File: config.mk
export PLATFORM = sky130hd
export DESIGN_NAME = circular_deque_unit
export DESIGN_NICKNAME = d
export VERILOG_FILES = /design/src/rtl/cdq_pkg.sv /design/src/rtl/cdq_cell.sv /design/src/rtl/circular_deque_unit.sv
export SDC_FILE = /design/constraint.sdc
export NUM_CORES = 1
export LEC_CHECK = 0
export BUFFER_PORTS_ARGS = -buffer_cell sky130_fd_sc_hd__buf_2
export CORE_MARGIN = 3
export CORE_UTILIZATION = 25
export DETAILED_ROUTE_END_ITERATION = 7
export GPL_TIMING_DRIVEN = 0
export PLACE_DENSITY = 0.4
export SLEW_MARGIN = 20
export SYNTH_ARGS = -nofsm -noshare
export SYNTH_HDL_FRONTEND = slang
export SYNTH_HIERARCHICAL = 1
export SYNTH_SLANG_ARGS = --single-unit
export TNS_END_PERCENT = 100
File: constraint.sdc
create_clock -name clock -period 12.3 [get_ports clock]
set_clock_uncertainty 0.1 [all_clocks]
set_input_delay 0 -clock clock [delete_from_list [all_inputs] [get_ports clock]]
set_output_delay 0 -clock clock [all_outputs]
set_load 0.01 [all_outputs]
File: src/rtl/cdq_pkg.sv
// Shared types and codes for the circular deque unit.
// Depends on nothing; used by cdq_cell and circular_deque_unit.
package cdq_pkg;

   localparam int unsigned WORD_W   = 32;
   localparam int unsigned ACTION_W = 3;
   localparam int unsigned STATUS_W = 2;
   localparam int unsigned CAP_W    = 5;
   localparam int unsigned CSR_W    = 32;
   localparam int unsigned ADDR_W   = 2;

   // Action codes
   localparam logic [ACTION_W-1:0] ACT_PUSH_FRONT = 3'd0;
   localparam logic [ACTION_W-1:0] ACT_PUSH_REAR  = 3'd1;
   localparam logic [ACTION_W-1:0] ACT_POP_FRONT  = 3'd2;
   localparam logic [ACTION_W-1:0] ACT_POP_REAR   = 3'd3;
   localparam logic [ACTION_W-1:0] ACT_PEEK_FRONT = 3'd4;
   localparam logic [ACTION_W-1:0] ACT_PEEK_REAR  = 3'd5;

   // Status codes
   localparam logic [STATUS_W-1:0] STS_DONE  = 2'd0;
   localparam logic [STATUS_W-1:0] STS_FULL  = 2'd1;
   localparam logic [STATUS_W-1:0] STS_EMPTY = 2'd2;

   // Register addresses
   localparam logic [ADDR_W-1:0] REG_CAPACITY = 2'd0;
   localparam logic [CAP_W-1:0]  CAPACITY_RST = 5'd16;

   // Per-cycle command broadcast to every cell of the chain
   typedef struct packed {
      logic clear;
      logic shift_right;
      logic shift_left;
      logic load_rear;
      logic drop_rear;
   } cdq_ctrl_type;

endpackage

File: src/rtl/cdq_cell.sv
// One slot of the deque chain: a word and its occupied bit.
// Depends on cdq_pkg; trades words with its left and right neighbors.
module cdq_cell (
   input  logic                               clock,
   input  logic                               reset,
   input  cdq_pkg::cdq_ctrl_type              ctrl,
   input  logic signed [cdq_pkg::WORD_W-1:0]  push_word,
   input  logic                               left_valid,
   input  logic signed [cdq_pkg::WORD_W-1:0]  left_data,
   input  logic                               right_valid,
   input  logic signed [cdq_pkg::WORD_W-1:0]  right_data,
   output logic                               valid,
   output logic signed [cdq_pkg::WORD_W-1:0]  data
);

   logic                              valid_ff;
   logic                              valid_in;
   logic signed [cdq_pkg::WORD_W-1:0] data_ff;
   logic signed [cdq_pkg::WORD_W-1:0] data_in;

   // Pick the next slot contents from the broadcast command
   always_comb begin
      data_in  = data_ff;
      valid_in = valid_ff;
      if (ctrl.clear) begin
         valid_in = 1'b0;
      end else if (ctrl.shift_right) begin
         data_in  = left_data;
         valid_in = left_valid;
      end else if (ctrl.shift_left) begin
         data_in  = right_data;
         valid_in = right_valid;
      end else if (ctrl.load_rear && !valid_ff && left_valid) begin
         data_in  = push_word;
         valid_in = 1'b1;
      end else if (ctrl.drop_rear && valid_ff && !right_valid) begin
         valid_in = 1'b0;
      end
   end

   // Hold the occupied bit under reset; the word needs none
   always_ff @(posedge clock) begin
      if (reset) begin
         valid_ff <= 1'b0;
      end else begin
         valid_ff <= valid_in;
      end
   end

   always_ff @(posedge clock) begin
      data_ff <= data_in;
   end

   assign valid = valid_ff;
   assign data  = data_ff;

endmodule

File: src/rtl/circular_deque_unit.sv
// Top level of the circular deque: control, fill count, result register, CSR.
// Depends on cdq_pkg and cdq_cell.
//
//  channel   direction  handshake            payload
//  request   in         start & !busy        req_action, req_data_value
//  result    out        rsp_valid (1 cycle)  rsp_status, rsp_read_value,
//                                            rsp_now_empty, rsp_now_full
//  csr       in/out     psel&penable&pwrite  paddr, pwdata, prdata
//
// One transaction per cycle: busy stays low, the result appears the cycle
// after start, held in the result register beside the cell chain.
// The front word always sits in cell 0; the rear is the last occupied cell.
// Synchronous reset empties the deque and sets capacity to 16; no clearing
// pass is needed. The receiver cannot stall; a capacity write empties the deque.
module circular_deque_unit #(
   parameter int unsigned DEPTH = 16
) (
   input  logic                                 clock,
   input  logic                                 reset,
   input  logic                                 start,
   output logic                                 busy,
   input  logic [cdq_pkg::ACTION_W-1:0]         req_action,
   input  logic signed [cdq_pkg::WORD_W-1:0]    req_data_value,
   output logic                                 rsp_valid,
   output logic [cdq_pkg::STATUS_W-1:0]         rsp_status,
   output logic signed [cdq_pkg::WORD_W-1:0]    rsp_read_value,
   output logic                                 rsp_now_empty,
   output logic                                 rsp_now_full,
   input  logic                                 psel,
   input  logic                                 penable,
   input  logic                                 pwrite,
   input  logic [cdq_pkg::ADDR_W-1:0]           paddr,
   input  logic [cdq_pkg::CSR_W-1:0]            pwdata,
   output logic [cdq_pkg::CSR_W-1:0]            prdata,
   output logic                                 pready
);

   localparam int unsigned CNT_W = $clog2(DEPTH + 1);
   localparam int unsigned CMP_W = (CNT_W > cdq_pkg::CAP_W) ? CNT_W : cdq_pkg::CAP_W;

   logic [cdq_pkg::CAP_W-1:0] capacity_ff;
   logic [cdq_pkg::CAP_W-1:0] capacity_in;
   logic [CNT_W-1:0]          count_ff;
   logic [CNT_W-1:0]          count_in;
   logic                      csr_write;
   logic                      accept;

   logic [CMP_W-1:0] cap_ext;
   logic [CMP_W-1:0] cap_eff;
   logic [CMP_W-1:0] count_ext;
   logic [CMP_W-1:0] count_next_ext;
   logic             is_empty;
   logic             is_full;

   cdq_pkg::cdq_ctrl_type ctrl;

   logic                              cell_valid [DEPTH];
   logic signed [cdq_pkg::WORD_W-1:0] cell_data  [DEPTH];
   logic                              rear_hit   [DEPTH];
   logic signed [cdq_pkg::WORD_W-1:0] rear_word;

   logic [cdq_pkg::STATUS_W-1:0]      status_in;
   logic signed [cdq_pkg::WORD_W-1:0] read_in;

   logic                              rsp_valid_ff;
   logic [cdq_pkg::STATUS_W-1:0]      status_ff;
   logic signed [cdq_pkg::WORD_W-1:0] read_ff;
   logic                              empty_ff;
   logic                              full_ff;

   assign busy      = 1'b0;
   assign accept    = start && !busy;
   assign pready    = 1'b1;
   assign csr_write = psel && penable && pwrite && pready && (paddr == cdq_pkg::REG_CAPACITY);
   assign prdata    = cdq_pkg::CSR_W'(capacity_ff);

   // Clamp capacity into 1..DEPTH
   always_comb begin
      cap_ext = CMP_W'(capacity_ff);
      if (cap_ext == '0) begin
         cap_eff = CMP_W'(1);
      end else if (cap_ext > CMP_W'(DEPTH)) begin
         cap_eff = CMP_W'(DEPTH);
      end else begin
         cap_eff = cap_ext;
      end
   end

   assign count_ext = CMP_W'(count_ff);
   assign is_empty  = (count_ff == '0);
   assign is_full   = (count_ext == cap_eff);

   // Find the rear word: the last occupied cell
   generate
      for (genvar i = 0; i < DEPTH; i++) begin : g_rear
         if (i == DEPTH - 1) begin : g_last
            assign rear_hit[i] = cell_valid[i];
         end else begin : g_mid
            assign rear_hit[i] = cell_valid[i] && !cell_valid[i+1];
         end
      end
   endgenerate

   always_comb begin
      rear_word = '0;
      for (int i = 0; i < DEPTH; i++) begin
         rear_word = rear_word | (rear_hit[i] ? cell_data[i] : '0);
      end
   end

   // Decode the action into a chain command, status and read word
   always_comb begin
      ctrl           = '0;
      ctrl.clear     = csr_write;
      status_in      = cdq_pkg::STS_DONE;
      read_in        = '0;
      count_in       = count_ff;
      capacity_in    = capacity_ff;
      if (csr_write) begin
         capacity_in = pwdata[cdq_pkg::CAP_W-1:0];
         count_in    = '0;
      end else if (accept) begin
         unique case (req_action)
            cdq_pkg::ACT_PUSH_FRONT, cdq_pkg::ACT_PUSH_REAR: begin
               if (is_full) begin
                  status_in = cdq_pkg::STS_FULL;
               end else begin
                  ctrl.shift_right = (req_action == cdq_pkg::ACT_PUSH_FRONT);
                  ctrl.load_rear   = (req_action == cdq_pkg::ACT_PUSH_REAR);
                  count_in         = count_ff + CNT_W'(1);
               end
            end
            cdq_pkg::ACT_POP_FRONT, cdq_pkg::ACT_POP_REAR: begin
               if (is_empty) begin
                  status_in = cdq_pkg::STS_EMPTY;
               end else begin
                  ctrl.shift_left = (req_action == cdq_pkg::ACT_POP_FRONT);
                  ctrl.drop_rear  = (req_action == cdq_pkg::ACT_POP_REAR);
                  read_in  = (req_action == cdq_pkg::ACT_POP_FRONT) ? cell_data[0] : rear_word;
                  count_in = count_ff - CNT_W'(1);
               end
            end
            cdq_pkg::ACT_PEEK_FRONT, cdq_pkg::ACT_PEEK_REAR: begin
               if (is_empty) begin
                  status_in = cdq_pkg::STS_EMPTY;
               end else begin
                  read_in = (req_action == cdq_pkg::ACT_PEEK_FRONT) ? cell_data[0] : rear_word;
               end
            end
            default: begin
               status_in = cdq_pkg::STS_DONE;
            end
         endcase
      end
   end

   assign count_next_ext = CMP_W'(count_in);

   // Chain of cells; cell 0 sees the push word on its left
   generate
      for (genvar i = 0; i < DEPTH; i++) begin : g_cell
         logic                              lv;
         logic signed [cdq_pkg::WORD_W-1:0] ld;
         logic                              rv;
         logic signed [cdq_pkg::WORD_W-1:0] rd;
         if (i == 0) begin : g_left_edge
            assign lv = 1'b1;
            assign ld = req_data_value;
         end else begin : g_left_mid
            assign lv = cell_valid[i-1];
            assign ld = cell_data[i-1];
         end
         if (i == DEPTH - 1) begin : g_right_edge
            assign rv = 1'b0;
            assign rd = '0;
         end else begin : g_right_mid
            assign rv = cell_valid[i+1];
            assign rd = cell_data[i+1];
         end
         cdq_cell u_cell (
            .clock       (clock),
            .reset       (reset),
            .ctrl        (ctrl),
            .push_word   (req_data_value),
            .left_valid  (lv),
            .left_data   (ld),
            .right_valid (rv),
            .right_data  (rd),
            .valid       (cell_valid[i]),
            .data        (cell_data[i])
         );
      end
   endgenerate

   // Advance fill count, capacity and result strobe
   always_ff @(posedge clock) begin
      if (reset) begin
         capacity_ff  <= cdq_pkg::CAPACITY_RST;
         count_ff     <= '0;
         rsp_valid_ff <= 1'b0;
      end else begin
         capacity_ff  <= capacity_in;
         count_ff     <= count_in;
         rsp_valid_ff <= accept;
      end
   end

   // Hold the result payload until the next accepted transaction
   always_ff @(posedge clock) begin
      if (accept) begin
         status_ff <= status_in;
         read_ff   <= read_in;
         empty_ff  <= (count_in == '0);
         full_ff   <= (count_next_ext == cap_eff);
      end
   end

   assign rsp_valid      = rsp_valid_ff;
   assign rsp_status     = status_ff;
   assign rsp_read_value = read_ff;
   assign rsp_now_empty  = empty_ff;
   assign rsp_now_full   = full_ff;

   // Fill count agrees with the front cell's occupied bit
   a_count_front: assert property (@(posedge clock) disable iff (reset)
      (count_ff == '0) == !cell_valid[0])
      else $error("fill count disagrees with front cell");

   // Fill count never exceeds the capacity in use
   a_count_cap: assert property (@(posedge clock) disable iff (reset)
      count_ext <= cap_eff)
      else $error("fill count above capacity");

   // Every accepted transaction yields one result strobe next cycle
   a_result_follows: assert property (@(posedge clock) disable iff (reset)
      accept |=> rsp_valid)
      else $error("missing result strobe");

   // A refused transaction leaves the fill count alone
   a_refused_stable: assert property (@(posedge clock) disable iff (reset)
      (accept && !csr_write && status_in != cdq_pkg::STS_DONE) |=> $stable(count_ff))
      else $error("refused transaction changed fill count");

endmodule

---- Yosys cells after proc, flatten, opt, wreduce, memory -nomap -nowiden ----
Cells that the tools add are included.
storage, ports and cells
  bits of input ports ..................... 75
  RAM bits ................................ 0
  output and inout bits ................... 71
  bits in read-only memories .............. 0
  logic and storage cells ................. 372
  bits in latches ......................... 0
  memories kept ........................... 0
  flip-flop bits (word level) ............. 575
cells by class
  equal/unequal tests ..................... 7
  bitwise operators ....................... 16
  shift-type cells ........................ 0
  divide/modulo/power cells ............... 0
  mux-type cells .......................... 153
  reduce and logical (&&, ||, !) cells .... 154
  $lt $le $gt $ge ......................... 1
  $add $sub $neg .......................... 2
  multipliers ............................. 0
operators with widths
  cell                                                                number
  32-bit two-way mux                                                  68
  32-bit OR                                                           15
  1-bit logical AND                                                   80
  1-bit two-way mux                                                   73
  32-bit one-hot mux with 2 select lines                              1
  4-bit nonzero test                                                  16
  3-bit nonzero test                                                  16
  2-bit AND reduction                                                 16
  5-bit two-way mux                                                   6
  1-bit zero test                                                     16
  5-bit zero test                                                     3
  5-bit == test                                                       2
  5-bit one-hot mux with 2 select lines                               1
  4-bit two-way mux                                                   2
  2-bit OR reduction                                                  4
  3-bit by 2-bit == test with 1-bit output, second input constant     2
  3-bit == test, second input constant                                2
  5-bit by 1-bit adder with 5-bit output, second input constant       1
  5-bit greater-than comparator, second input constant                1
  5-bit by 1-bit subtractor with 5-bit output, second input constant  1
  2-bit one-hot mux with 2 select lines                               1
  4-bit OR reduction                                                  1
  3-bit by 1-bit == test with 1-bit output, second input constant     1
  3-bit zero test                                                     1
  3 further kinds                                                     3

---- Logic depth before layout (Yosys ltp) ----
Gate-level depths: netlist (run 1).
  word-level depth ........................ 21
  mapped depth ............................ 11
  gate-level depth less buffers ........... 9

---- Cells and area by module ----
The synthesis (run 1) kept the hierarchy.
modules (own cells, without submodules)
  module               cells an instance  area each (sq um)  times used
  cdq_cell             148                1731.7             16
  circular_deque_unit  701                5721.7             1

---- Worst setup path after synthesis (run 1) ----
OpenSTA, ideal clock, no wires.
  path kind ............................... input-to-reg
  start ................................... input port paddr[1] (netlist name)
  end ..................................... register g_cell[0].u_cell.data_ff, in the netlist g_cell[0].u_cell/data[0] (enable)
  setup time .............................. 0.421 ns
  required time ........................... 11.779 ns
  buffers on the path ..................... 1
  arrival time ............................ 6.336 ns
  cell stages on the path ................. 8
  slack ................................... 5.443 ns
  path through ............................ nor2_1 -> nand4_1 -> inv_1 -> clkbuf_1 -> nor4b_1 -> nor3b_1 -> a311oi_1 -> nor2_1
RTL lines
  element               line                       source
  start, declared       circular_deque_unit.sv:32  input logic [cdq_pkg::ADDR_W-1:0] paddr,
  end signal, assigned  cdq_cell.sv:51             data_ff <= data_in;
  end, declared         cdq_cell.sv:18             logic signed [cdq_pkg::WORD_W-1:0] data_ff;

---- Worst setup path after layout (run 1) ----
  start ................................... register g_cell[3].u_cell.valid_ff
  end ..................................... register read_ff, in the netlist rsp_read_value[31] (data pin)
between the ends
  cells in the longest elaborated chain, start to end .. 20
  elaborated cells between the ends (all ways) .. 24
  those cells by class .................... mux: 7; bitwise: 14; reduce/logical: 3
ends and longest elaborated chain
  element                                   line                                                    source
  start, declared                           cdq_cell.sv:16                                          logic valid_ff;
  start signal, assigned                    cdq_cell.sv:46                                          valid_ff <= valid_in;
  1-bit zero test                           circular_deque_unit.sv:99                               assign rear_hit[i] = cell_valid[i] && !cell_valid[i+1];
  1-bit logical AND                         circular_deque_unit.sv:99
  32-bit two-way mux                        circular_deque_unit.sv:107                              rear_word = rear_word | (rear_hit[i] ? cell_data[i] : '0);
  32-bit OR                                 circular_deque_unit.sv:107
  32-bit OR * (13 in series)                circular_deque_unit.sv:107
  32-bit two-way mux (on tied branches)     circular_deque_unit.sv:147, circular_deque_unit.sv:139
  32-bit two-way mux (on tied branches)     circular_deque_unit.sv:144, circular_deque_unit.sv:134
  32-bit one-hot mux with 2 select lines *  circular_deque_unit.sv:123                              unique case (req_action)
  end signal, assigned                      circular_deque_unit.sv:212                              read_ff <= read_in;
  end, declared                             circular_deque_unit.sv:67                               logic signed [cdq_pkg::WORD_W-1:0] read_ff;
Every way passes the cells marked *; elsewhere a longest branch is shown, timed or not.
A chain may end at the register's enable or synchronous reset.

==> qor.txt, run 1 <==
========================================================================================
Fraction of the yosys area taken by sequential cells                              50.84%
Status                                                                      finished clean
Synth cell types                                                                      67
Proportion of layout cells with a drive suffix above 1                            16.23%
Detailed-route DRC error count                                                         0
Cell breakdown of the critical path                                         nor2b_2 > clkbuf_2 > clkbuf_2 > a221oi_1 > a31oi_1 > a21oi_1 > nor2_1
Sink Count                                                                           575
Final wirelength                                                              179,300 um
Number of nets in the final layout                                                 3,478
Worst-case headroom to the max-slew limit                                         16.77%
Total global-route track usage                                                    25.20%
Final critical-path setup slack                                                 8.136 ns
First-iteration detailed-routing DRC count                                         4,315
Total CTS buffers                                                                     76
Lkg Pwr                                                                       0.01201 uW
Total power draw                                                                 4860 uW
Total of flip-flops plus latches after synthesis                                     575
Share of the cycle needed by the critical path after routing                      33.85%
CP Capture Type                                                                     flop
Bufs and invs on worst path                                                            2
Data arrival, critical path                                                      4.49 ns
Worst stage delay on the critical path                                           0.86 ns
Number of buffers on the longest clock path                                            3
Top flip-flop cell by instance count after synthesis                            edfxtp_1
Number of gates resized after CTS                                                      0
Clock tree root driver cell                                                    clkbuf_16
Worst min-delay path class                                                  input port to flop
CP Data Required Time                                                           12.63 ns
Die width                                                                       371.7 um
Yosys synthesis warning count                                                          6
Final-layout worst hold slack                                                 0.09424 ns
Remaining number of nets flagged by the antenna check after routing                    0
Detailed-placement wirelength estimate                                        122,700 um
Placement Rows                                                                       133
Clock latency reported for the late side of the worst-skew pair                  0.67 ns
Fmax                                                                          0.2401 GHz
Via count of the first global-routing pass                                        27,700
I/O pin cnt                                                                          146
Area fraction of the dominant cell type after synthesis                           49.23%
Mean number of vias per cell                                                       5.608
Port Buffer Count                                                                     89
Area of the placeable core                                                  132,100 sq um
Layout Area Growth over Synthesis                                                 20.62%
Register-to-register setup slack                                                 8.14 ns
Reported max-cap violation count                                                       0
TritonCTS clock tree                                                                 yes
Post-Syn Instances                                                                 3,069
Worst Setup Path Type                                                       flop to flop
R2r endpoint                                                                rsp_read_value[31]$_SDFFCE_PP0P_
Final hold violations                                                                  0
Number of search-and-repair iterations in the first detailed-routing pass              6
Critical-path top delay cell                                                    clkbuf_2
Cell depth of the worst hold path                                                      6
Minimum clock period                                                            4.164 ns
Layout Utilization                                                                30.52%
Minimum setup slack after placement                                             8.211 ns
Global-route congestion overflow total                                                 0
Effective utilization at floorplan                                                25.30%
Global-route wire length before repair                                        239,300 um
End of the worst hold path                                                  count_ext[3]$_SDFF_PP0_
Slew at the pin closest to its max-slew limit                                   1.248 ns
Power Dens Cells                                                            120.5 nW/um^2
Cells taking the most area after synthesis                                  edfxtp_1 (49%), mux2i_1 (16%), o21ai_0 (8.0%)
Post-Synthesis Cell Area                                                    33,430 sq um
Cell occurring most often along the worst timing path                           clkbuf_2
Number of synthesized flops with an enable pin                                       548
Crit path from                                                              g_cell[3].u_cell/valid$_SDFFE_PP0P_
Routed vias                                                                       29,230
Floorplan die height                                                            371.7 um
Routed wirelength normalized by instance count                                  34.40 um
Buffers inserted by post-CTS timing repair                                             0
Maximum level of the CTS H-tree                                                        3
Unrepaired setup endpoints after global routing                                       no
Mean Syn Cell Area                                                           10.89 sq um
Final Wtd Congestion                                                              0.8955
Total negative setup slack                                                          0 ns
Reg2reg start                                                               g_cell[3].u_cell/valid$_SDFFE_PP0P_
Count of hold-fix buffers inserted at cts                                             51
Number of slew-limit violations in the final report                                    0
Share of synthesized flip-flops with an asynchronous set or reset                     0%
Overall die area                                                            138,100 sq um
Largest delay contributor family on the critical path                       buffers and inverters
Source of the worst hold timing path                                                psel
Cell type with the highest aggregate area in the netlist                        edfxtp_1
Setup crit start kind                                                               flop
Highest ir drop seen on vdd                                                   0.08455 mV
Largest net degree at the start of global routing                                     27
CP Max Fanout                                                                         10
Worst R2R Path Depth                                                                   7
Setup-violating endpoint count in the final report                                     0
Clock slew at reported path FFs                                                  0.06 ns
Antenna violations before repair                                                      10
========================================================================================
==> Yosys cell counts, types with 30 or more instances <==
cell type  instances
nor2_1            67
buf_4             30
clkbuf_1          61
a221oi_1          81
and3_1            30
mux2i_1          528
a31oi_1           31
buf_8             49
a22oi_1           94
edfxtp_1         548
inv_1             40
buf_2            112
a22o_1            81
o21ai_0          534
nand2_1          531
a21oi_1           39
==> routing by layer <==
layer / up-vias / track usage (%) / routed length (um)
met5: - / 0.8547 / 177
met4: 4 / 13.22 / 11070
met3: 416 / 6.169 / 17840
met2: 1855 / 37.15 / 75660
met1: 14750 / 33.89 / 74540
li1: 12210 / - / -
==> where the power goes <==
part | switching (uW) | internal (uW)
Clock | 969 | 1210
Combinational | 298 | 158
Sequential | 34.6 | 2190
Total | 1300 | 3560
==> cell type report <==
cell class,instances,area [sq um]
tap,1755,2196
inverter,40,150.1
fill,13810,91810
sequential,575,17000
antenna,1,2.502
clock inverter,41,322.8
multi-input combinational,2239,14670
buffer,278,2063
clock buffer,96,1977
timing repair buffer,187,1941
==> worst register-to-register path: stages, from the launching register on <==
cell and delay [ns]:
dfxtp_1 0.46, nor2b_2 0.84, clkbuf_2 0.87, clkbuf_2 0.81
a221oi_1 0.18, a31oi_1 0.26, a21oi_1 0.07, nor2_1 0.34
==> stage by stage <==
step / area (sq um) / instances
5_1_grt: 40320 / 5211
4_1_cts: 40320 / 5211
3_3_place_gp: 36310 / 4976
6_report: 40320 / 5212
3_5_place_dp: 37510 / 5023
2_1_floorplan: 33660 / 3132
==> flip-flops by register name, summed over array words and instances, names as in the netlist <==
| signal | flops |
|---|---|
| count_ext | 5 |
| rsp_now_empty | 1 |
| rsp_valid | 1 |
| g_cell.u_cell/data | 512 |
| cap_ext | 5 |
| rsp_now_full | 1 |
| rsp_read_value | 32 |
| g_cell.u_cell/valid | 16 |
| rsp_status | 2 |
==> cells in the final DEF, fill, tap and decap left out, types with 53 or more instances in the layout <==
cell type    n
clkbuf_16   76
buf_2      208
mux2i_1    528
nand2_1    531
o21ai_0    534
conb_1      65
a22o_1      81
buf_8       53
edfxtp_1   548
a22oi_1     94
a221oi_1    81
==> cells by family after synthesis <==
family	Yosys count	share of synthesized area, %
simple gates	716	9.080
fa+ha+maj	6	0.2246
xor+xnor	3	0.07862
buf+inv	318	6.430
flops	575	50.84
mux	528	15.81
compound gates	921	17.51
other cells	2	0.02247
==> worst max-delay path by stage <==
stage,end,cells past startpoint
6_report,rsp_read_value[31]$_SDFFCE_PP0P_,7
3_5_place_dp,rsp_read_value[22]$_SDFFCE_PP0P_,7
4_1_cts,rsp_read_value[22]$_SDFFCE_PP0P_,7
2_1_floorplan,g_cell[0].u_cell/data[0]$_DFFE_PP_,8
3_3_place_gp,g_cell[1].u_cell/data[16]$_DFFE_PP_,9
5_1_grt,g_cell[2].u_cell/data[12]$_DFFE_PP_,11
No activity file was read; power rests on OpenSTA's default activity.
==> run 2, diff against run 1 <==
--- a/config.mk
+++ b/config.mk
@@ -5,6 +5,7 @@
 export SDC_FILE = /design/constraint.sdc
 export NUM_CORES = 1
 export LEC_CHECK = 0
+export ABC_AREA = 1
 export BUFFER_PORTS_ARGS = -buffer_cell sky130_fd_sc_hd__buf_2
 export CORE_MARGIN = 3
 export CORE_UTILIZATION = 25
==> constraint.sdc (replaced) <==
create_clock -name clock -period 4.15 [get_ports clock]
set_clock_uncertainty 0.1 [all_clocks]
set_input_delay 0 -clock clock [delete_from_list [all_inputs] [get_ports clock]]
set_output_delay 0 -clock clock [all_outputs]
set_load 0.01 [all_outputs]
==> run 2 against run 1 <==
Via count rose by 9.8%. Die area rose by 6.4%. Hold slack got worse by 0.039 ns. Utilization fell by 0.36 points. Non-clock buffer count rose by 30. Sequential cell count did not move. Sequential share of layout area fell by 2.0 points. Clock power rose to 3.0 times the previous value. Critical endpoint is now rsp_read_value[20]$_SDFFCE_PP0P_. Largest power group unchanged. Highest routed layer is now met4.
==> qor.txt, run 2 <==
========================================================================================
Worst Setup Path Type                                                       flop to flop
CP Max Fanout                                                                         10
Mean number of vias per cell                                                       4.761
Setup-violating endpoint count in the final report                                     0
Routed wirelength normalized by instance count                                  23.90 um
Clock tree root driver cell                                                    clkbuf_16
Global-route wire length before repair                                        228,500 um
Area of the placeable core                                                  140,400 sq um
Share of synthesized flip-flops with an asynchronous set or reset                     0%
Port Buffer Count                                                                     89
Bufs and invs on worst path                                                            2
Total of flip-flops plus latches after synthesis                                     575
Most common library cell in the layout ignoring fill and taps                    nand2_1
Unrepaired setup endpoints after global routing                                       no
Worst min-delay path class                                                  input port to flop
Cell type with the highest aggregate area in the netlist                        edfxtp_1
Share of the cycle needed by the critical path after routing                      94.69%
Total global-route track usage                                                    21.45%
Yosys synthesis warning count                                                          6
Area fraction of the dominant cell type after synthesis                           46.22%
Final critical-path setup slack                                                0.2202 ns
Layout Utilization                                                                30.16%
Final non-filler cell total                                                        6,739
Status                                                                      finished clean
Fmax                                                                          0.2545 GHz
Mean Syn Cell Area                                                           7.917 sq um
I/O pin cnt                                                                          146
Final wirelength                                                              161,000 um
Post-Syn Instances                                                                 4,497
Cell breakdown of the critical path                                         clkinv_1 > nor2_1 > clkbuf_1 > a211oi_1 > nand4_1 > nand2_1 > a21oi_1
Total CTS buffers                                                                     77
Number of slew-limit violations in the final report                                    0
Reg2reg start                                                               g_cell[5].u_cell/valid$_SDFFE_PP0P_
Synth cell types                                                                      45
Slew at the pin closest to its max-slew limit                                   1.175 ns
Register-to-register setup slack                                                 0.22 ns
Remaining number of nets flagged by the antenna check after routing                    0
Detailed-route DRC error count                                                         0
Number of nets in the final layout                                                 4,885
Cell with the most instances after synthesis                                     nand2_1
Routed vias                                                                       32,090
Top flip-flop cell by instance count after synthesis                            edfxtp_1
Cells taking the most area after synthesis                                  edfxtp_1 (46%), o21ai_1 (14%), nand2_1 (13%)
R2r endpoint                                                                rsp_read_value[20]$_SDFFCE_PP0P_
CP Data Required Time                                                            4.46 ns
Fill count                                                                        15,140
Top cells by instance count after synthesis                                 nand2_1 (1,221), o21ai_1 (996), inv_1 (684)
Antenna violations before repair                                                       0
Max reg flops                                                                        512
Lkg Pwr                                                                       0.01552 uW
Setup crit start kind                                                               flop
Placement Rows                                                                       137
Global-route congestion overflow total                                                 0
Power Dens Cells                                                            357.4 nW/um^2
Detailed-placement wirelength estimate                                        130,800 um
Capturing instance or port of the critical path                             rsp_read_value[20]$_SDFFCE_PP0P_
Largest delay contributor family on the critical path                       buffers and inverters
Via count of the first global-routing pass                                        30,210
Cell area reported after detailed placement                                 39,480 sq um
Minimum setup slack after placement                                           -0.3795 ns
Largest net degree at the start of global routing                                     42
Die width                                                                       383.4 um
Final hold violations                                                                  0
Worst R2R Path Depth                                                                   7
First-iteration detailed-routing DRC count                                         3,737
Effective utilization at floorplan                                                25.36%
Overall die area                                                            147,000 sq um
WP depth                                                                               7
Fraction of the yosys area taken by sequential cells                              47.74%
CP Capture Type                                                                     flop
Reported max-cap violation count                                                       0
Layout Area Growth over Synthesis                                                 18.91%
Maximum level of the CTS H-tree                                                        3
Worst stage delay on the critical path                                           0.93 ns
Crit path from                                                              g_cell[5].u_cell/valid$_SDFFE_PP0P_
Data arrival, critical path                                                      4.24 ns
TritonCTS clock tree                                                                 yes
Number of gates resized after CTS                                                      0
Total power draw                                                               15,130 uW
Floorplan die height                                                            383.4 um
Post-Synthesis Cell Area                                                    35,600 sq um
Sink Count                                                                           575
Proportion of layout cells with a drive suffix above 1                            9.934%
Final Wtd Congestion                                                              0.8987
Highest ir drop seen on vdd                                                    0.2925 mV
Most frequent cells in the layout                                           nand2_1 (1,221), o21ai_1 (996), inv_1 (684), edfxtp_1 (548), nand3_1 (142)
Worst-case headroom to the max-slew limit                                         21.63%
Number of synthesized flops with an enable pin                                       548
Critical-path top delay cell                                                    clkbuf_1
Clock latency reported for the late side of the worst-skew pair                  0.68 ns
Layout Cell Area excl Fill                                                  42,340 sq um
Number of search-and-repair iterations in the first detailed-routing pass              6
Number of placed instances, taps included                                          6,553
Clock slew at reported path FFs                                                  0.06 ns
Number of buffers on the longest clock path                                            3
Minimum clock period                                                            3.930 ns
========================================================================================
run 2: per-layer routing:
layer | GRT usage [%] | routed length, um
met3 | 2.506 | 10590
met1 | 30.70 | 74330
met4 | 6.089 | 4321
met2 | 33.97 | 71800
met5 | 0 | 0
run 2: worst min-delay path by stage:
stage | depth (start not counted) | from | slack [ns] | to
2_1_floorplan | 1 | reset | -0.001 | cap_ext[4]$_SDFFE_PP1P_
3_3_place_gp | 2 | pwdata[4] | 0.12 | cap_ext[4]$_SDFFE_PP1P_
3_5_place_dp | 2 | pwdata[4] | 0.13 | cap_ext[4]$_SDFFE_PP1P_
4_1_cts | 4 | pwdata[2] | 0.02 | cap_ext[2]$_SDFFE_PP0P_
5_1_grt | 4 | pwdata[1] | 0.07 | cap_ext[1]$_SDFFE_PP0P_
6_report | 4 | pwdata[1] | 0.05 | cap_ext[1]$_SDFFE_PP0P_
run 2: timing repair:
action                                  CTS  global route
buffers inserted                          0             1
endpoints found under the setup margin   42           141
endpoints found under the hold margin   576             0
hold buffers                             47             0
pin swaps                                 1             1
gates cloned                              0             0
run 2: final cells by class:
class / count / area [sq um] / area share, %
clock buffers: 99 / 2115 / 4.994
well taps: 1876 / 2347 / 5.544
flip-flops and latches: 575 / 17000 / 40.14
multi-input cells: 2965 / 14230 / 33.62
inverters: 690 / 2590 / 6.117
diodes: 1 / 2.502 / 0.005911
repair buffers: 166 / 1535 / 3.626
clock inverters: 38 / 264.0 / 0.6236
plain buffers: 329 / 2253 / 5.322
run 2: cell families after synthesis:
kind of cell,Yosys count,share of synthesized area (%)
AO/OA/AOI/OAI,1347,21.19
adder cells (fa/ha/maj),6,0.2108
other,2,0.02109
AND/OR/NAND/NOR,1543,17.17
buffers and inverters,1019,13.55
XOR/XNOR,5,0.1230
flip-flops,575,47.74
run 2: power by group:
group | switching, uW | internal [uW]
sequential | 171 | 6590
clock | 2780 | 3810
combinational | 1200 | 584
run 2: stage by stage:
| stage | TNS (ns) | hold WS (ns) |
|---|---|---|
| 2_1_floorplan | -41.20 | -0.001428 |
| 6_report | 0 | 0.05476 |
| 3_5_place_dp | -60.84 | 0.1342 |
| 4_1_cts | 0 | 0.01998 |
| 3_3_place_gp | -2259.80 | 0.1187 |
| 5_1_grt | 0 | 0.07254 |
run 2: worst reg2reg max path: cells and delay by family (launching register included):
kind	cells	cell delay [ns]
buffers and inverters	2	1.40
and+or+nand+nor	3	1.04
AOI/OAI and AO/OA	2	0.72
DFF	1	0.41
